File: src/design/pdlp_pkg.sv
`timescale 1ns / 1ps

package pdlp_pkg;

    // default sizes
    localparam int CHUNKS_DEF    = 65536;
    localparam int PID_SLOTS_DEF = 256;

    // field widths
    localparam int OP_W      = 2;
    localparam int IDX_W     = 16;
    localparam int PID_W     = 22;
    localparam int FAC_W     = 16;
    localparam int RES_W     = 17;
    localparam int CNT_W     = 32;
    localparam int TOT_W     = 64;
    localparam int CFG_IDX_W = 3;

    // opcodes
    localparam logic [OP_W-1:0] OP_ACTIVATE = 2'd0;
    localparam logic [OP_W-1:0] OP_ACCESS   = 2'd1;
    localparam logic [OP_W-1:0] OP_EVICT    = 2'd2;

    // register indexes
    localparam logic [CFG_IDX_W-1:0] REG_PRIO_PID = 3'd0;
    localparam logic [CFG_IDX_W-1:0] REG_LOW_PID  = 3'd1;
    localparam logic [CFG_IDX_W-1:0] REG_PRIO_FAC = 3'd2;
    localparam logic [CFG_IDX_W-1:0] REG_LOW_FAC  = 3'd3;
    localparam logic [CFG_IDX_W-1:0] REG_DEF_FAC  = 3'd4;

    // factors used when a factor register holds zero
    localparam logic [FAC_W-1:0] FAC_PRIO_DEF = 16'd1;
    localparam logic [FAC_W-1:0] FAC_LOW_DEF  = 16'd10;
    localparam logic [FAC_W-1:0] FAC_DEF_DEF  = 16'd5;

    // depth of the queue between front and back
    localparam int Q_DEPTH = 2;

    typedef enum logic [1:0] {
        K_IGNORE,
        K_ACTIVATE,
        K_ACCESS,
        K_EVICT
    } kind_t;

    typedef struct packed {
        kind_t              kind;
        logic [IDX_W-1:0]   idx;
        logic [PID_W-1:0]   pid;
        logic [FAC_W-1:0]   factor;
    } work_t;

endpackage

File: src/design/pdlp_item_if.sv
`timescale 1ns / 1ps

interface pdlp_item_if;
    logic                          valid;
    logic                          ready;
    logic [pdlp_pkg::OP_W-1:0]     opcode;
    logic [pdlp_pkg::IDX_W-1:0]    chunk_index;
    logic [pdlp_pkg::PID_W-1:0]    proc_id;

    modport source (output valid, opcode, chunk_index, proc_id, input ready);
    modport sink (input valid, opcode, chunk_index, proc_id, output ready);
endinterface

File: src/design/pdlp_cfg_if.sv
`timescale 1ns / 1ps

interface pdlp_cfg_if;
    logic                              valid;
    logic                              ready;
    logic [pdlp_pkg::CFG_IDX_W-1:0]    index;
    logic [pdlp_pkg::PID_W-1:0]        data;

    modport source (output valid, index, data, input ready);
    modport sink (input valid, index, data, output ready);
endinterface

File: src/design/pdlp_front.sv
`timescale 1ns / 1ps

module pdlp_front #(
    parameter int CHUNKS = pdlp_pkg::CHUNKS_DEF
) (
    input  logic              clk,
    input  logic              rst_n,
    pdlp_item_if.sink         item,
    pdlp_cfg_if.sink          cfg,
    input  logic              clr_busy,
    input  logic              q_full,
    output logic              q_push,
    output pdlp_pkg::work_t   q_wdata
);

    logic [pdlp_pkg::PID_W-1:0] prio_pid_reg, prio_pid_next;
    logic [pdlp_pkg::PID_W-1:0] low_pid_reg, low_pid_next;
    logic [pdlp_pkg::FAC_W-1:0] prio_fac_reg, prio_fac_next;
    logic [pdlp_pkg::FAC_W-1:0] low_fac_reg, low_fac_next;
    logic [pdlp_pkg::FAC_W-1:0] def_fac_reg, def_fac_next;
    logic                       in_range;

    assign cfg.ready  = 1'b1;
    assign item.ready = !clr_busy && !q_full;
    assign q_push     = item.valid && item.ready;

    always_comb
    begin
        prio_pid_next = prio_pid_reg;
        low_pid_next  = low_pid_reg;
        prio_fac_next = prio_fac_reg;
        low_fac_next  = low_fac_reg;
        def_fac_next  = def_fac_reg;
        if (cfg.valid)
        begin
            case (cfg.index)
                pdlp_pkg::REG_PRIO_PID: prio_pid_next = cfg.data;
                pdlp_pkg::REG_LOW_PID:  low_pid_next  = cfg.data;
                pdlp_pkg::REG_PRIO_FAC: prio_fac_next = cfg.data[pdlp_pkg::FAC_W-1:0];
                pdlp_pkg::REG_LOW_FAC:  low_fac_next  = cfg.data[pdlp_pkg::FAC_W-1:0];
                pdlp_pkg::REG_DEF_FAC:  def_fac_next  = cfg.data[pdlp_pkg::FAC_W-1:0];
                default: ;
            endcase
        end
    end

    always_ff @(posedge clk or negedge rst_n)
    begin
        if (!rst_n)
        begin
            prio_pid_reg <= '0;
            low_pid_reg  <= '0;
            prio_fac_reg <= '0;
            low_fac_reg  <= '0;
            def_fac_reg  <= '0;
        end
        else
        begin
            prio_pid_reg <= prio_pid_next;
            low_pid_reg  <= low_pid_next;
            prio_fac_reg <= prio_fac_next;
            low_fac_reg  <= low_fac_next;
            def_fac_reg  <= def_fac_next;
        end
    end

    // classify the word and pick its decay factor
    assign in_range = (32'(item.chunk_index) < 32'(CHUNKS));

    always_comb
    begin
        q_wdata.idx = item.chunk_index;
        q_wdata.pid = item.proc_id;
        case (item.opcode)
            pdlp_pkg::OP_ACTIVATE: q_wdata.kind = pdlp_pkg::K_ACTIVATE;
            pdlp_pkg::OP_ACCESS:   q_wdata.kind = pdlp_pkg::K_ACCESS;
            pdlp_pkg::OP_EVICT:    q_wdata.kind = pdlp_pkg::K_EVICT;
            default:               q_wdata.kind = pdlp_pkg::K_IGNORE;
        endcase
        if (!in_range)
        begin
            q_wdata.kind = pdlp_pkg::K_IGNORE;
        end
        if (prio_pid_reg != '0 && item.proc_id == prio_pid_reg)
        begin
            q_wdata.factor = (prio_fac_reg != '0) ? prio_fac_reg : pdlp_pkg::FAC_PRIO_DEF;
        end
        else if (low_pid_reg != '0 && item.proc_id == low_pid_reg)
        begin
            q_wdata.factor = (low_fac_reg != '0) ? low_fac_reg : pdlp_pkg::FAC_LOW_DEF;
        end
        else
        begin
            q_wdata.factor = (def_fac_reg != '0) ? def_fac_reg : pdlp_pkg::FAC_DEF_DEF;
        end
    end

endmodule

File: src/flat_wrapper.sv
// flat-port wrapper written by rule: the top's interface ports become plain ports
module pdlp_front_flat 
#(
    parameter int CHUNKS = pdlp_pkg::CHUNKS_DEF
)
  (clk, rst_n, clr_busy, q_full, q_push, q_wdata, item_valid, item_opcode, item_chunk_index, item_proc_id, item_ready, cfg_valid, cfg_index, cfg_data, cfg_ready);
  pdlp_item_if item_i ();
  pdlp_cfg_if cfg_i ();
  input  logic clk;
  input  logic rst_n;
  input  logic clr_busy;
  input  logic q_full;
  output logic q_push;
  output pdlp_pkg::work_t q_wdata;
  input wire logic [$bits(item_i.valid)-1:0] item_valid;
  input wire logic [$bits(item_i.opcode)-1:0] item_opcode;
  input wire logic [$bits(item_i.chunk_index)-1:0] item_chunk_index;
  input wire logic [$bits(item_i.proc_id)-1:0] item_proc_id;
  output wire logic [$bits(item_i.ready)-1:0] item_ready;
  input wire logic [$bits(cfg_i.valid)-1:0] cfg_valid;
  input wire logic [$bits(cfg_i.index)-1:0] cfg_index;
  input wire logic [$bits(cfg_i.data)-1:0] cfg_data;
  output wire logic [$bits(cfg_i.ready)-1:0] cfg_ready;
  assign item_i.valid = item_valid;
  assign item_i.opcode = item_opcode;
  assign item_i.chunk_index = item_chunk_index;
  assign item_i.proc_id = item_proc_id;
  assign item_ready = item_i.ready;
  assign cfg_i.valid = cfg_valid;
  assign cfg_i.index = cfg_index;
  assign cfg_i.data = cfg_data;
  assign cfg_ready = cfg_i.ready;
  pdlp_front #(.CHUNKS(CHUNKS)) u_core (.clk(clk), .rst_n(rst_n), .item(item_i), .cfg(cfg_i), .clr_busy(clr_busy), .q_full(q_full), .q_push(q_push), .q_wdata(q_wdata));
endmodule
File: config.mk
export PLATFORM = sky130hd
export DESIGN_NAME = pdlp_front_flat
export DESIGN_NICKNAME = d
export VERILOG_FILES = /design/src/design/pdlp_pkg.sv /design/src/design/pdlp_item_if.sv /design/src/design/pdlp_cfg_if.sv /design/src/design/pdlp_front.sv /design/src/flat_wrapper.sv
export SDC_FILE = /design/constraint.sdc
export NUM_CORES = 1
export LEC_CHECK = 0
export BUFFER_PORTS_ARGS = -buffer_cell sky130_fd_sc_hd__buf_2
export CAP_MARGIN = 15
export CORE_UTILIZATION = 50
export DETAILED_ROUTE_END_ITERATION = 8
export MAX_ROUTING_LAYER = met4
export PLACE_DENSITY = 0.87
export SLEW_MARGIN = 25
export SYNTH_ARGS = -nofsm -noshare
export SYNTH_HDL_FRONTEND = slang
export SYNTH_SLANG_ARGS = --single-unit
File: constraint.sdc
create_clock -name clk -period 5.1 [get_ports clk]
set_clock_uncertainty 0.05 [all_clocks]
set_input_delay 0.765 -clock clk [delete_from_list [all_inputs] [get_ports clk]]
set_output_delay 0.765 -clock clk [all_outputs]
set_load 0.05 [all_outputs]
# --- Word level (Yosys, flattened, before mapping) ---
# Cells that the tools add are included.
word_totals:
  register_bits: 92
  word_cells: 37
  in_bits: 71
op_classes:
  n_eq_ne: 8
  n_reduce_logical: 18
  mux: 6
op_table:
  columns: ["cell", "count"]
  rows:
  - ["16-bit two-way mux", 5]
  - ["16-bit nonzero test", 3]
  - ["22-bit equality test", 2]
  - ["22-bit nonzero test", 2]
  - ["2-bit AND reduction", 5]
  - ["3-bit by 2-bit equality test with 1-bit output, second input constant", 2]
  - ["2-bit one-hot mux with 3 select lines", 1]
  - ["1-bit logical AND", 4]
  - ["3-bit by 1-bit equality test with 1-bit output, second input constant", 1]
  - ["3-bit equality test, second input constant", 1]
  - ["3-bit logical NOT", 1]
  - ["2-bit by 1-bit equality test with 1-bit output, second input constant", 1]
  - ["2-bit equality test, second input constant", 1]
  - ["1-bit logical NOT", 2]
  - ["2-bit logical NOT", 1]

# --- Longest topological paths before layout ---
logic_depth:
  depth_word: 4
  mapped_depth: 8
  ltp_nobuf: 6

# --- Worst setup path after synthesis ---
# No wires, ideal clock.
synth_path:
  kind: "input-to-output"
  startpoint: "in item_proc_id[9]"
  endpoint: "out q_wdata[2] in the netlist's numbering"
  path_stages: 6
  path_slack_ns: 1.186
  arrival_time_ns: 3.099
  path_buffers: 0
  t_required_ns: 4.285
  cell_sequence: "xor2_1 nor4_2 nand3_2 nor4_4 mux2i_1 o21ai_0"
synth_lines:
  columns: ["item", "line_no", "text"]
  rows:
  - ["from (decl)", "flat_wrapper.sv:18", "input wire logic [$bits(item_i.proc_id)-1:0] item_proc_id;"]
  - ["to (decl)", "flat_wrapper.sv:14", "output pdlp_pkg::work_t q_wdata;"]

==> metrics.txt <==
status finished clean; final slew viol count 0; total number of vias around 3300; WL final between 10000 and 15000 um; aggregate global routing overflow 0; Worst EP arrival around 3300 ps; CP Launch Type primary input; Critical Path Fanout Max 18; Setup WS pre-CTS between 900 and 1000 ps; Initial DRC Count 143; r2r setup slk 4210 ps; CTS root buf clkbuf_8; wire per inst ~20 um; critical path class primary input to output pin; Port Buffers 96; layout cells sized above 1 between 50% and 60%; RePlAce Congestion around 1; Clock Pin Slew Worst Setup and Hold Paths ~90 ps; f_max ~0.24 GHz; CTS Hold Bufs 0; Fin Setup TNS 0 ps; Setup crit end q_wdata[15]; Synth Instances between 300 and 400; DP Wirelength around 8600 um; synth unique cells 36; vias in the first global route ~3400; Hold Crit Class primary input to async pin; worst-margin pin slew between 1000 and 1500 ps; Final Hold Fails 0; row count 35; Core ar. ~9400 um2; Nets 523; synthesized flop and latch total between 90 and 100; clk_lat worst skew around 350 ps; Post-CTS Resized 0; yosys warns 0; Longest Clk Path Bufs 2; global-route wire length before repair 17900 um; vias per cell 5.66; crit-path max cell delay roughly 370 ps; Finished Layout Cells between 500 and 600; Slowest-stage cell, CP nor4_1; initial antenna violation count 0; layout overhead on the synthesized area 10.7%; max_cap viols 0; Reg-to-Reg Start u_core.low_pid_reg[8]$_DFFE_PN0P_; worst reg2reg path depth 1; die width slightly above 100 um; largest net degree at the start of global routing between 70 and 80; CTS Sinks slightly above 90; total CTS buffers 9; peak supply drop between 0.2 and 0.25 mV; Tmin final about 4100 ps; RSZ-0062 raised after global routing no; crit path launch item_proc_id[1]; CTS tree yes; die area between 10000 and 15000 um2; Die Y 101 um; Post-Syn Area approximately 5000 um2; setup slack after layout between 900 and 1000 ps; # setup viols final 0; syn nets 459; placed cell count roughly 570; Critical Path RT between 4000 and 5000 ps; postcts setup bufs 0; post-route ant nets 0; post-layout util 58.0%; final period utilization approximately 81%; Mean Syn Cell Area between 10 and 15 um2; Pleak ~2.3 nW; Starting Density approximately 52%; drt drc 0; htree depth 3; pwr/cell area ~380 nW/um2; CP Capture Type output pin; first drt pass iteration count 4; number of diodes 0; R2R Path End u_core.low_pid_reg[8]$_DFFE_PN0P_; relative slew slack approximately 32%; GRT Total Usage 24.2%; cell breakdown of the critical path buf_2 > xor2_1 > nor4_1 > nand4_1 > nor4_4 > buf_4 > and2_0 > buf_4 > o2bb2ai_1 > buf_2; num ports 130; register area share after synthesis between 40% and 50%
## synth_stat cells
cell / n / share of area, %
buf_4: 39 / 5.9
mux2i_1: 13 / 2.6
nand4_1: 9 / 1.1
nor3_1: 1 / 0.10
nor2_1: 5 / 0.38
clkbuf_1: 6 / 0.46
buf_2: 1 / 0.10
and2_1: 1 / 0.13
o21ai_0: 2 / 0.20
or4_1: 2 / 0.30
inv_1: 3 / 0.23
mux2_4: 1 / 0.30
buf_1: 2 / 0.15
nor3b_1: 1 / 0.15
clkbuf_4: 1 / 0.15
a2bb2oi_2: 1 / 0.30
nand2b_1: 3 / 0.38
buf_6: 2 / 0.46
and3b_1: 1 / 0.18
dfrtp_1: 92 / 47
and2_0: 1 / 0.13
ha_1: 3 / 0.76
nand2_1: 6 / 0.46
nor4_4: 3 / 1.3
nand3_1: 1 / 0.10
nor2b_1: 1 / 0.13
mux2_2: 91 / 21
o21bai_1: 2 / 0.30
nand3_2: 1 / 0.20
o2bb2ai_2: 8 / 2.4
nor4_2: 1 / 0.25
conb_1: 1 / 0.076
xor2_1: 34 / 6.0
o2bb2ai_1: 6 / 1.1
xnor2_1: 10 / 1.8
nor4_1: 30 / 3.8
## critical path, delay by kind of cell
family                 cells  cell delay, ps
AO/OA/AOI/OAI              1             150
buffers and inverters      4            1040
XOR/XNOR                   1             180
AND/OR/NAND/NOR            4            1150
## final cells by class
type	instances	area [um2]
multi-input combinational	239	2270
timing repair buffer	104	543
sequential	92	2300
clock buffer	10	128
clock inverter	6	41.3
inverter	3	11.3
fill	749	3960
tap	129	161
## worst min path at each step
stage / from / end / slack (ps) / cells after the start
floorplan: rst_n / u_core.def_fac_reg[0]$_DFFE_PN0P_ / 420 / 0
global placement: u_core.def_fac_reg[15]$_DFFE_PN0P_ / u_core.def_fac_reg[15]$_DFFE_PN0P_ / 460 / 1
detailed placement: u_core.def_fac_reg[2]$_DFFE_PN0P_ / u_core.def_fac_reg[2]$_DFFE_PN0P_ / 470 / 1
CTS: rst_n / u_core.prio_fac_reg[6]$_DFFE_PN0P_ / 220 / 1
global route: rst_n / u_core.prio_fac_reg[8]$_DFFE_PN0P_ / 220 / 1
finish: rst_n / u_core.prio_fac_reg[8]$_DFFE_PN0P_ / 220 / 1
## through the flow
step	hold slack [ps]	total power (W)	instance area [um2]
2_1_floorplan	419	0.00149	4930
3_3_place_gp	465	0.00161	5290
3_5_place_dp	469	0.00165	5290
4_1_cts	220	0.00207	5460
5_1_grt	224	0.00217	5460
6_report	220	0.00207	5460
## cells in the final DEF (no fill, tap or decap), types with 5 or more instances in the layout
cell / netlist / layout
nand4_1: 9 / 9
xnor2_1: 10 / 10
nand2_1: 6 / 6
xor2_1: 34 / 34
dfrtp_1: 92 / 92
buf_4: 39 / 9
mux2i_1: 13 / 13
clkbuf_8: 0 / 9
nor2_1: 5 / 5
o2bb2ai_2: 8 / 8
mux2_2: 91 / 91
buf_2: 1 / 95
nor4_1: 30 / 30
o2bb2ai_1: 6 / 6
## logic make-up after synthesis
logic type / share of synthesized area (%)
other: 0.0760
DFF: 46.7
AOI/OAI and AO/OA: 4.31
and+or+nand+nor: 9.13
xor gates and xnor gates: 7.82
muxes: 23.7
adders and majority gates: 0.761
buffers and inverters: 7.49
## routing by layer
| metal | wire length (um) | vias to the layer above | GRT usage [%] | part of all wire, % |
|---|---|---|---|---|
| met4 | 363 | 0 | 11.4 | 3.2 |
| met3 | 547 | 33 | 4.00 | 4.8 |
| li1 | - | 1486 | - | - |
| met1 | 4820 | 1658 | 30.7 | 42 |
| met5 | 0 | - | - | 0 |
| met2 | 5730 | 121 | 37.9 | 50 |
## where the power goes
| group | leakage, nW | internal, W | switching, W | total (W) |
|---|---|---|---|---|
| logic | 1.15 | 0.000252 | 0.000332 | 0.000584 |
| registers | 1.10 | 0.000890 | 0.000166 | 0.00106 |
| clock network | 0.0783 | 0.000176 | 0.000255 | 0.000431 |
| total | 2.34 | 0.00132 | 0.000753 | 0.00207 |
No activity file was read; power rests on OpenSTA's default activity.
