[config.mk]
export PLATFORM = sky130hd
export DESIGN_NAME = pdlp_queue
export DESIGN_NICKNAME = d
export VERILOG_FILES = /design/src/design/pdlp_pkg.sv /design/src/design/pdlp_queue.sv
export SDC_FILE = /design/constraint.sdc
export NUM_CORES = 1
export LEC_CHECK = 0
export ABC_AREA = 1
export BUFFER_PORTS_ARGS = -buffer_cell sky130_fd_sc_hd__buf_2
export CAP_MARGIN = 20
export CORE_MARGIN = 3
export CORE_UTILIZATION = 55
export CTS_CLUSTER_SIZE = 16
export DETAILED_ROUTE_END_ITERATION = 16
export PLACE_DENSITY = 0.83
export SLEW_MARGIN = 20
export SYNTH_ARGS = -nofsm -noshare
export SYNTH_HDL_FRONTEND = slang
export SYNTH_SLANG_ARGS = --single-unit
[constraint.sdc]
create_clock -name clk -period 9.04 [get_ports clk]
set_clock_uncertainty 0.05 [all_clocks]
set_input_delay 0.904 -clock clk [delete_from_list [all_inputs] [get_ports clk]]
set_output_delay 0.904 -clock clk [all_outputs]
set_load 0.05 [all_outputs]
[src/design/pdlp_pkg.sv]
`timescale 1ns / 1ps

package pdlp_pkg;

    // default sizes
    localparam int CHUNKS_DEF    = 65536;
    localparam int PID_SLOTS_DEF = 256;

    // field widths
    localparam int OP_W      = 2;
    localparam int IDX_W     = 16;
    localparam int PID_W     = 22;
    localparam int FAC_W     = 16;
    localparam int RES_W     = 17;
    localparam int CNT_W     = 32;
    localparam int TOT_W     = 64;
    localparam int CFG_IDX_W = 3;

    // opcodes
    localparam logic [OP_W-1:0] OP_ACTIVATE = 2'd0;
    localparam logic [OP_W-1:0] OP_ACCESS   = 2'd1;
    localparam logic [OP_W-1:0] OP_EVICT    = 2'd2;

    // register indexes
    localparam logic [CFG_IDX_W-1:0] REG_PRIO_PID = 3'd0;
    localparam logic [CFG_IDX_W-1:0] REG_LOW_PID  = 3'd1;
    localparam logic [CFG_IDX_W-1:0] REG_PRIO_FAC = 3'd2;
    localparam logic [CFG_IDX_W-1:0] REG_LOW_FAC  = 3'd3;
    localparam logic [CFG_IDX_W-1:0] REG_DEF_FAC  = 3'd4;

    // factors used when a factor register holds zero
    localparam logic [FAC_W-1:0] FAC_PRIO_DEF = 16'd1;
    localparam logic [FAC_W-1:0] FAC_LOW_DEF  = 16'd10;
    localparam logic [FAC_W-1:0] FAC_DEF_DEF  = 16'd5;

    // depth of the queue between front and back
    localparam int Q_DEPTH = 2;

    typedef enum logic [1:0] {
        K_IGNORE,
        K_ACTIVATE,
        K_ACCESS,
        K_EVICT
    } kind_t;

    typedef struct packed {
        kind_t              kind;
        logic [IDX_W-1:0]   idx;
        logic [PID_W-1:0]   pid;
        logic [FAC_W-1:0]   factor;
    } work_t;

endpackage

[src/design/pdlp_queue.sv]
`timescale 1ns / 1ps

module pdlp_queue (
    input  logic              clk,
    input  logic              rst_n,
    input  logic              push,
    input  pdlp_pkg::work_t   wdata,
    output logic              full,
    input  logic              pop,
    output pdlp_pkg::work_t   rdata,
    output logic              empty
);

    localparam int PW = (pdlp_pkg::Q_DEPTH > 1) ? $clog2(pdlp_pkg::Q_DEPTH) : 1;
    localparam int NW = $clog2(pdlp_pkg::Q_DEPTH + 1);

    pdlp_pkg::work_t entries_reg [pdlp_pkg::Q_DEPTH];
    logic [PW-1:0]   wr_ptr_reg, wr_ptr_next;
    logic [PW-1:0]   rd_ptr_reg, rd_ptr_next;
    logic [NW-1:0]   count_reg, count_next;

    assign full  = (count_reg == NW'(pdlp_pkg::Q_DEPTH));
    assign empty = (count_reg == '0);
    assign rdata = entries_reg[rd_ptr_reg];

    always_comb
    begin
        wr_ptr_next = wr_ptr_reg;
        rd_ptr_next = rd_ptr_reg;
        count_next  = count_reg;
        if (push)
        begin
            wr_ptr_next = (wr_ptr_reg == PW'(pdlp_pkg::Q_DEPTH - 1)) ? '0 : wr_ptr_reg + 1'b1;
        end
        if (pop)
        begin
            rd_ptr_next = (rd_ptr_reg == PW'(pdlp_pkg::Q_DEPTH - 1)) ? '0 : rd_ptr_reg + 1'b1;
        end
        if (push && !pop)
        begin
            count_next = count_reg + 1'b1;
        end
        else if (pop && !push)
        begin
            count_next = count_reg - 1'b1;
        end
    end

    always_ff @(posedge clk or negedge rst_n)
    begin
        if (!rst_n)
        begin
            wr_ptr_reg <= '0;
            rd_ptr_reg <= '0;
            count_reg  <= '0;
        end
        else
        begin
            wr_ptr_reg <= wr_ptr_next;
            rd_ptr_reg <= rd_ptr_next;
            count_reg  <= count_next;
        end
    end

    always_ff @(posedge clk)
    begin
        if (push)
        begin
            entries_reg[wr_ptr_reg] <= wdata;
        end
    end

    a_no_overflow: assert property (@(posedge clk) disable iff (!rst_n) full |-> !push)
        else $error("queue pushed while full");
    a_no_underflow: assert property (@(posedge clk) disable iff (!rst_n) empty |-> !pop)
        else $error("queue popped while empty");
    a_count_up: assert property (@(posedge clk) disable iff (!rst_n)
        (push && !pop) |=> count_reg == $past(count_reg) + 1'b1)
        else $error("queue count lost a push");

endmodule

-- After elaboration in Yosys (flattened, before gate mapping)
Memory sizes are Yosys's and may differ from the RTL's.
Cells that the tools add are included.
- $add $sub $neg: 4
- muxes and demuxes: 6
- reductions and logical operators: 6
- equal/unequal tests: 1
- operators with widths (operator ; count):
    $mux 1 ; 4
    $mux 2 ; 2
    $add 1x1->1 const B ; 2
    $add 2x1->2 const B ; 1
    $eq 2x2->1 const B ; 1
    $logic_and 1x1->1 ; 2
    $logic_not 1->1 ; 2
    $logic_not 2->1 ; 1
    $reduce_bool 2->1 ; 1
    $sub 2x1->2 const B ; 1
- memories: 1
- flip-flop bits (word level): 4
- output and inout bits: 58
- bits in writable memories: 112
- word-level logic and storage cells: 21
- memory list (name ; words ; bits a word ; read ports ; clocked after Yosys merged registers in ; write ports ; RTL line ; source):
    entries_reg ; 2 ; 56 ; 1 ; 0 ; 1 ; pdlp_queue.sv:17 ; pdlp_pkg::work_t entries_reg [pdlp_pkg::Q_DEPTH];

-- Longest topological paths before layout
Gate-level depths: netlist of run 1.
- word-level depth: 4
- gate-level depth with buffers: 7

-- Worst setup path before layout of run 1
Ideal clock, no wire load.
- path kind: input port to flip-flop
- start point: input port push
- end point: memory entries_reg[0][0] (netlist bit), enable pin
- buffers on the path: 0
- path slack: 5.224 ns
- cell stages on the path: 2
- arrival: 3.294 ns
- required time: 8.519 ns
- cell sequence: inv_1 > nor2_1
- longest elaborated chain between the ends: 2
- ends and longest elaborated chain (item ; RTL line ; source):
    start: declaration ; pdlp_queue.sv:6 ; input logic push,
    $mux 1 ; pdlp_queue.sv:67 ; if (push)
    $mux 1 (implied by the code) ; pdlp_queue.sv:69 ; entries_reg[wr_ptr_reg] <= wdata;
    end: declaration ; pdlp_queue.sv:17 ;
No other way between the ends.

==> results of run 1 <==
-- power breakdown --
group | total [mW] | internal [mW] | leakage, nW | switching (mW)
Sequential | 0.806 | 0.716 | 1.10 | 0.0896
Clock | 0.754 | 0.531 | 0.318 | 0.223
Combinational | 0.778 | 0.245 | 0.897 | 0.533
Total | 2.34 | 1.49 | 2.31 | 0.846
-- logic make-up after synthesis --
| kind of cell | synth area share |
|---|---|
| flops | 0.7929 |
| mux | 0.1702 |
| buf+inv | 0.01862 |
| simple gates | 0.009453 |
| xor+xnor | 0.006017 |
| fa+ha+maj | 0.002864 |
-- routing by layer --
metal / GRT usage / wire length (µm) / share of wire / vias up
met5: 0 / 0 / 0 / -
met4: 0.08053 / 60 / 0.0080 / 0
met3: 0.07261 / 544 / 0.072 / 6
met2: 0.3050 / 4030 / 0.54 / 100
met1: 0.1935 / 2878 / 0.38 / 1078
li1: - / - / - / 1043
-- cells in the mapped netlist (all sizes together) --
| cell type | instances |
|---|---|
| mux2 | 56 |
| edfxtp | 112 |
| xnor2 | 1 |
| nand3 | 1 |
| dfrtp | 4 |
| xor2 | 2 |
| ha | 1 |
| nor2 | 3 |
| buf | 6 |
| nand2 | 5 |
| inv | 7 |
| nand4 | 1 |
-- cell usage in the layout (no fill, tap or decap), types with 2 or more instances in the layout --
master      count
dfrtp_1         3
clkbuf_1        2
inv_1           6
nand2_1         5
buf_4           2
nor2_1          2
bufinv_16       7
edfxtp_1      112
buf_2         117
clkbuf_16      16
xor2_1          2
clkinv_4        2
mux2_2         26
clkinvlp_4      3
mux2_4         30
-- critical path, stage by stage, from the launching register on --
cell	delay (ns)
dfrtp_4	1.02
mux2_2	0.43
buf_2	0.21
-- cell type report --
cell class	instances	area share
multi-input combinational	70	0.1451
sequential	116	0.6056
clock inverter	13	0.04458
inverter	7	0.004589
clock buffer	19	0.07365
tap	99	0.02163
timing repair buffer	119	0.1049
-- per-stage QoR --
step	hold slack [ns]	std cells
2_1_floorplan	0.4131	199
3_3_place_gp	0.4316	411
3_5_place_dp	0.4760	411
4_1_cts	0.1203	443
5_1_grt	0.1301	443
6_report	0.1571	443
-- worst max-delay path by stage --
| stage | end | cells after the start |
|---|---|---|
| floorplan | entries_reg[0][0] | 2 |
| global placement | rdata[36] | 2 |
| detailed placement | rdata[28] | 2 |
| CTS | rdata[35] | 2 |
| global route | rdata[36] | 2 |
| finish | rdata[36] | 2 |
==> flow_metrics.py, run 1 <==
metrics = {
    "run_status": {
        "run_status": "finished, final reports clean",
    },
    "clock_tree": {
        "cts-root-buf": "clkbuf_8",
        "cts_hold_buffers": 0,
        "cts_buffers": 17,
        "clock_sinks": 116,
        "h-tree-depth": 4,
        "cts_setup_buffers": 0,
        "clk_path_buf_depth": 2,
        "path_clk_slew_ns": 0.05,
        "clkLatencyLatePin_ns": 0.49,
        "post_cts_resized": 0,
        "cts_tree": "done",
    },
    "sta": {
        "slew_headroom": 0.3926,
        "slew_violations": 0,
        "worst_pin_slew_ns": 0.9111,
        "setup_tns_ns": 0,
        "max_freq_mhz": 318.8,
        "timing.final.crit_share": 0.3470,
        "finalCriticalPeriod_ns": 3.137,
        "setup_viol": 0,
        "hold_viol": 0,
        "rsz0062_at_grt": "false",
        "setup_ws_ns": 5.903,
    },
    "routing": {
        "vias": 2227,
        "vias_per_cell": 5.027,
        "ant_nets": 0,
        "drt-pass1-iter-count": 4,
        "drt_wl_total_um": 7514,
        "route.detailed.drc": 0,
        "drt-initial-drc-count": 88,
        "drt-wirelength-per-cell_um": 16.96,
    },
    "die": {
        "die_h_um": 95.12,
        "ios": 118,
        "die_x_um": 95.12,
        "coreArea_mm2": 0.007486,
        "initial_core_util": 0.5835,
        "rows": 31,
        "design.die.area_mm2": 0.009047,
    },
    "synthesis": {
        "synthDistinctLibCells": 14,
        "ys_seq_elements": 116,
        "synth_top_area_frac": 0.7700,
        "synth_seq_area_share": 0.7929,
        "synthesis.area_mm2": 0.004368,
        "syn_area_per_cell_um2": 21.95,
        "syn_inst": 199,
        "synth_area_leaders": "edfxtp_1 77%, mux2_4 10%, mux2_2 6.7%, dfrtp_1 2.3%, buf_6 1.0%",
        "syn-num-nets": 260,
        "synth.largest_area_cell": "edfxtp_1",
        "synth_warnings": 0,
    },
    "global_route": {
        "grt_antenna_before_repair": 0,
        "grt_pass1_wl_um": 11470,
        "grtUsageTotal": 0.1783,
        "first_global_vias": 2363,
        "overflow": 0,
        "grt_max_degree": 58,
    },
    "placement": {
        "placedInstanceArea_mm2": 0.005049,
        "gp_routability_congestion": 0.6953,
        "io_buffers": 117,
        "place_ws_ns": 6.398,
        "dp_hpwl_um": 4724,
    },
    "hold_path": {
        "worst_hold_path_type": "input pin to asynchronous set/reset pin",
    },
    "critical_path": {
        "setup.worst_path.class": "flip-flop to output pin",
        "critPathMaxFanout": 57,
        "reg2reg_from": "wr_ptr_reg",
        "r2r_slack_ns": 7.22,
        "required_ns": 8.09,
        "r2r_end": "entries_reg[1][43]",
        "reg2reg_depth": 3,
        "crit_path_end_kind": "output pin",
        "cp_data_arrival_time_ns": 2.18,
        "critPathLaunchType": "flip-flop",
        "critPathLaunch": "rd_ptr_reg",
    },
    "power_and_ir_drop": {
        "power_mw": 2.338,
        "max-vdd-ir-drop_mv": 0.2189,
        "power_density_mw_per_mm2": 408.4,
        "p_leak_nw": 2.313,
    },
    "finish": {
        "fill_cells": 438,
        "nets": 392,
        "antennaDiodeCount": 0,
        "syn_to_final_growth_pct": 31.08,
        "multi_input_area_um2": 830.8,
        "largest_reg_flops": 112,
        "fin_util": 0.7648,
        "seq_area_mm2": 0.003467,
        "final_area_mm2": 0.005725,
        "drive_gt1_frac": 0.6047,
    },
    "flow_run": {
        "maxCapViolations": 0,
    },
}
Note: power is estimated with default switching activity, not from simulation.
==> inputs of run 2 (changes only) <==
--- a/config.mk
+++ b/config.mk
@@ -9,10 +9,10 @@
 export BUFFER_PORTS_ARGS = -buffer_cell sky130_fd_sc_hd__buf_2
 export CAP_MARGIN = 20
 export CORE_MARGIN = 3
-export CORE_UTILIZATION = 55
+export CORE_UTILIZATION = 52
 export CTS_CLUSTER_SIZE = 16
 export DETAILED_ROUTE_END_ITERATION = 16
-export PLACE_DENSITY = 0.83
+export PLACE_DENSITY = 0.79
 export SLEW_MARGIN = 20
 export SYNTH_ARGS = -nofsm -noshare
 export SYNTH_HDL_FRONTEND = slang
==> constraint.sdc (replaced) <==
create_clock -name clk -period 3.1 [get_ports clk]
set_clock_uncertainty 0.05 [all_clocks]
set_input_delay 0.31 -clock clk [delete_from_list [all_inputs] [get_ports clk]]
set_output_delay 0.31 -clock clk [all_outputs]
set_load 0.05 [all_outputs]
==> flow_metrics.py, run 2 (synthesized netlist as in run 1, its figures left out) <==
metrics = {
    "run_status": {
        "run_status": "finished, final reports clean",
    },
    "sta": {
        "max_freq_mhz": 411.0,
        "hold_slack_ns": 0.1539,
        "slew_headroom": 0.5230,
        "setup_tns_ns": 0,
        "timing.final.crit_share": 0.7848,
        "worst_pin_slew_ns": 0.7139,
        "rsz0062_at_grt": "false",
        "setup_viol": 0,
        "finalCriticalPeriod_ns": 2.433,
        "slew_violations": 0,
        "hold_viol": 0,
    },
    "routing": {
        "vias": 2485,
        "drt-wirelength-per-cell_um": 16.36,
        "route.detailed.drc": 0,
        "ant_nets": 0,
        "vias_per_cell": 4.882,
        "drt-pass1-iter-count": 4,
        "drt-initial-drc-count": 84,
        "drt_wl_total_um": 8327,
    },
    "global_route": {
        "first_global_vias": 2763,
        "grt_pass1_wl_um": 13760,
        "grtUsageTotal": 0.1882,
        "grt_max_degree": 34,
        "grt_antenna_before_repair": 0,
        "overflow": 0,
    },
    "critical_path": {
        "cp_cell_sequence": "buf_4 -> mux2_2 -> buf_2",
        "cp_data_arrival_time_ns": 2.07,
        "path_delay_family": "flip-flops",
        "cpPeakStageDelay_ns": 0.69,
        "cp_slowest_cell": "dfrtp_4",
        "crit_path_end_kind": "output pin",
        "setup.worst_path.class": "flip-flop to output pin",
        "required_ns": 2.74,
        "crit_buf_inv": 2,
        "critPathLaunchType": "flip-flop",
        "critPathMaxFanout": 27,
        "r2r_slack_ns": 1.40,
    },
    "finish": {
        "layout_commonest_cell": "buf_2",
        "nets": 455,
        "seq_area_mm2": 0.003467,
        "fill_cells": 446,
        "final_cell_mix": "117 x buf_2, 112 x edfxtp_1, 59 x dlygate4sd3_1",
        "syn_to_final_growth_pct": 43.05,
        "multi_input_area_um2": 830.8,
        "largest_reg_flops": 112,
        "antennaDiodeCount": 0,
        "drive_gt1_frac": 0.5086,
    },
    "clock_tree": {
        "cts-root-buf": "clkbuf_8",
        "clkLatencyLatePin_ns": 0.48,
        "clock_sinks": 116,
        "h-tree-depth": 4,
        "clk_path_buf_depth": 2,
        "cts_tree": "done",
        "path_clk_slew_ns": 0.05,
        "cts_setup_buffers": 0,
        "cts_buffers": 17,
    },
    "power_and_ir_drop": {
        "p_leak_nw": 2.529,
        "intPower_mw": 4.087,
        "power_frac_seq": 0.345,
        "clockPowerShare": 0.280,
        "power_density_mw_per_mm2": 1050,
        "combPwrFrac": 0.376,
        "swShare": 0.3768,
        "switchingPower_mw": 2.471,
        "max-vdd-ir-drop_mv": 0.6345,
    },
    "die": {
        "coreArea_mm2": 0.007928,
        "rows": 32,
        "die_h_um": 97.65,
        "design.die.area_mm2": 0.009536,
        "die_x_um": 97.65,
        "ios": 118,
        "initial_core_util": 0.5510,
    },
    "flow_run": {
        "maxCapViolations": 0,
    },
    "placement": {
        "gp_routability_congestion": 0.6973,
        "io_buffers": 117,
        "dp_hpwl_um": 4950,
    },
    "hold_path": {
        "worst_hold_path_type": "input pin to asynchronous set/reset pin",
    },
}
run 2: changes by cell type in the layout (fill, tap and decap cells not counted), sizes merged:
| cell | previous run | this run |
|---|---|---|
| dlygate4sd3 | 0 | 59 |
| buf | 119 | 123 |
| bufinv | 7 | 3 |
| clkinv | 3 | 6 |
| clkbuf | 19 | 20 |
run 2: power groups by stage:
| stage | Combinational [mW] | Clock, mW | Sequential (mW) |
|---|---|---|---|
| 2_1_floorplan | 2.04 | 0 | 2.19 |
| 3_3_place_gp | 2.40 | 0 | 2.27 |
| 3_5_place_dp | 2.42 | 0 | 2.29 |
| 4_1_cts | 2.48 | 1.86 | 2.26 |
| 5_1_grt | 2.58 | 1.94 | 2.29 |
| 6_report | 2.46 | 1.83 | 2.26 |
run 2: final timing paths:
path | from | end | cells after the start
min | rst_n | count_reg[0] | 2
min reg2reg | wr_ptr_reg | wr_ptr_reg | 1
min in group clk | wdata[51] | entries_reg[0][51] | 2
max reg2reg | wr_ptr_reg | entries_reg[1][37] | 3
max in group asynchronous | rst_n | rd_ptr_reg | 2
max | rd_ptr_reg | rdata[43] | 3
run 2: repair_timing:
| action | 4_1_cts | 5_1_grt |
|---|---|---|
| hold buffers | 59 | 0 |
| endpoints found under the hold margin | 118 | 0 |
| gates resized for setup | 0 | 0 |
run 2: routing by layer:
metal / track usage / vias up / wire length [µm] / part of all wire
met3: 0.06030 / 19 / 530 / 0.064
met2: 0.3137 / 107 / 4290 / 0.52
met1: 0.2207 / 1196 / 3328 / 0.40
li1: - / 1163 / - / -
met4: 0.09052 / 0 / 177 / 0.021
met5: 0 / - / 0 / 0
run 2: cell type report:
cell class / instances / share of cell area
inverter: 7 / 0.004205
multi-input combinational: 70 / 0.1330
sequential: 116 / 0.5549
clock buffer: 20 / 0.06808
timing repair buffer: 182 / 0.1974
tap: 102 / 0.02042
clock inverter: 12 / 0.02203
run 2: per-stage QoR:
step | cell area [µm²] | total power [mW] | instances | setup WS [ns] | util
CTS | 6248 | 6.601 | 509 | 0.6166 | 0.7882
global placement | 5095 | 4.668 | 418 | 1.160 | 0.6427
global route | 6248 | 6.817 | 509 | 0.5708 | 0.7882
floorplan | 4370 | 4.231 | 199 | 0.7529 | -
detailed placement | 5095 | 4.704 | 418 | 1.149 | 0.6427
finish | 6248 | 6.559 | 509 | 0.6671 | 0.7882
==> inputs of run 3 (changes only) <==
==> constraint.sdc (replaced) <==
create_clock -name clk -period 2.5 [get_ports clk]
set_clock_uncertainty 0.05 [all_clocks]
set_input_delay 0.25 -clock clk [delete_from_list [all_inputs] [get_ports clk]]
set_output_delay 0.25 -clock clk [all_outputs]
set_load 0.05 [all_outputs]
==> flow_metrics.py, run 3 (synthesized netlist as in run 1, its figures left out) <==
metrics = {
    "critical_path": {
        "critPathLaunchType": "flip-flop",
        "required_ns": 2.20,
        "crit_path_end_kind": "output pin",
        "cp_data_arrival_time_ns": 2.06,
        "setup.worst_path.class": "flip-flop to output pin",
        "reg2reg_depth": 2,
        "critPathMaxFanout": 28,
    },
    "die": {
        "die_h_um": 97.65,
        "coreArea_mm2": 0.007928,
        "ios": 118,
        "initial_core_util": 0.5510,
        "design.die.area_mm2": 0.009536,
        "die_x_um": 97.65,
        "rows": 32,
    },
    "routing": {
        "drt-pass1-iter-count": 4,
        "ant_nets": 0,
        "drt-initial-drc-count": 125,
        "route.detailed.drc": 0,
        "vias": 2510,
        "drt_wl_total_um": 8958,
        "drt-wirelength-per-cell_um": 17.63,
        "vias_per_cell": 4.941,
    },
    "sta": {
        "setup_viol": 0,
        "worst_pin_slew_ns": 0.5479,
        "finalCriticalPeriod_ns": 2.359,
        "setup_tns_ns": 0,
        "slew_headroom": 0.6339,
        "max_freq_mhz": 423.9,
        "hold_viol": 0,
        "slew_violations": 0,
        "rsz0062_at_grt": "false",
        "timing.final.crit_share": 0.9437,
    },
    "finish": {
        "syn_to_final_growth_pct": 44.94,
        "layout_commonest_cell": "buf_2",
        "fill_cells": 429,
        "instances_no_fill": 508,
        "drive_gt1_frac": 0.5172,
        "antennaDiodeCount": 0,
        "nets": 454,
        "multi_input_area_um2": 830.8,
        "largest_reg_flops": 112,
        "final_cell_mix": "117 x buf_2, 112 x edfxtp_1, 59 x dlygate4sd3_1",
        "seq_area_mm2": 0.003467,
    },
    "clock_tree": {
        "clock_sinks": 116,
        "cts-root-buf": "clkbuf_8",
        "cts_buffers": 17,
        "path_clk_slew_ns": 0.06,
        "post_cts_resized": 0,
        "cts_setup_buffers": 0,
        "clkLatencyLatePin_ns": 0.50,
        "h-tree-depth": 4,
        "clk_path_buf_depth": 2,
        "cts_tree": "done",
    },
    "placement": {
        "io_buffers": 117,
        "gp_routability_congestion": 0.7286,
        "dp_hpwl_um": 4798,
        "place_inst": 417,
    },
    "power_and_ir_drop": {
        "p_leak_nw": 2.571,
        "power_density_mw_per_mm2": 1335,
        "max-vdd-ir-drop_mv": 0.8513,
    },
    "global_route": {
        "grt_max_degree": 39,
        "overflow": 0,
        "grt_pass1_wl_um": 14370,
        "first_global_vias": 2837,
        "grt_antenna_before_repair": 0,
        "grtUsageTotal": 0.2001,
    },
    "flow_run": {
        "maxCapViolations": 0,
    },
    "hold_path": {
        "worst_hold_path_type": "input pin to asynchronous set/reset pin",
    },
    "run_status": {
        "run_status": "finished, final reports clean",
    },
}
==> run 3: layout make-up <==
class                      count  area share
sequential                   116      0.5476
timing repair buffer         181      0.1976
multi-input combinational     70      0.1312
clock buffer                  18     0.06601
clock inverter                14     0.03320
tap                          102     0.02016
inverter                       7    0.004150
==> run 3: what timing repair did <==
item,in CTS,in global routing
hold buffers,59,0
hold endpoints to repair,118,0
setup endpoints to repair,0,0
==> run 3: worst max-delay path, stage by stage, from the launching register on <==
cell and delay, ns:
dfrtp_4 0.68, buf_12 0.25, mux2_2 0.37, buf_2 0.22
==> run 3: per-layer routing <==
layer  global-route usage  vias to the layer above  part of all wire  wire length [µm]
met3              0.07322                       19             0.067               603
li1                     -                     1165                 -                 -
met1               0.2269                     1211              0.39              3524
met2               0.3453                      115              0.52              4680
met5                    0                        -                 0                 0
met4              0.07561                        0             0.017               149
==> run 3: worst paths after layout <==
kind | to | slack, ns | start
max | rdata[28] | 0.14 | rd_ptr_reg
min | count_reg[1] | 0.07 | rst_n
max reg2reg | entries_reg[0][23] | 0.90 | wr_ptr_reg
min reg2reg | wr_ptr_reg | 0.51 | wr_ptr_reg
max in group asynchronous | rd_ptr_reg | 2.17 | rst_n
min in group clk | entries_reg[1][31] | 0.42 | wdata[31]
==> run 3: power by group <==
part	leakage, nW	switching (mW)	internal (mW)	total [mW]
Clock	0.304	0.839	1.71	2.55
Sequential	1.10	0.205	2.59	2.79
Combinational	1.17	2.11	1.00	3.11
==> run 3: per-stage QoR <==
step | power [mW] | utilization | setup WS [ns] | cell area (µm²) | hold slack [ns]
2_1_floorplan | 5.247 | - | 0.1529 | 4370 | -0.09559
3_3_place_gp | 5.812 | 0.6449 | 0.6648 | 5112 | 0.01159
4_1_cts | 8.472 | 0.7986 | 0.1215 | 6331 | 0.02109
3_5_place_dp | 5.855 | 0.6449 | 0.6705 | 5112 | 0.02560
6_report | 8.455 | 0.7986 | 0.1407 | 6331 | 0.07139
5_1_grt | 8.751 | 0.7986 | 0.07261 | 6331 | 0.07413
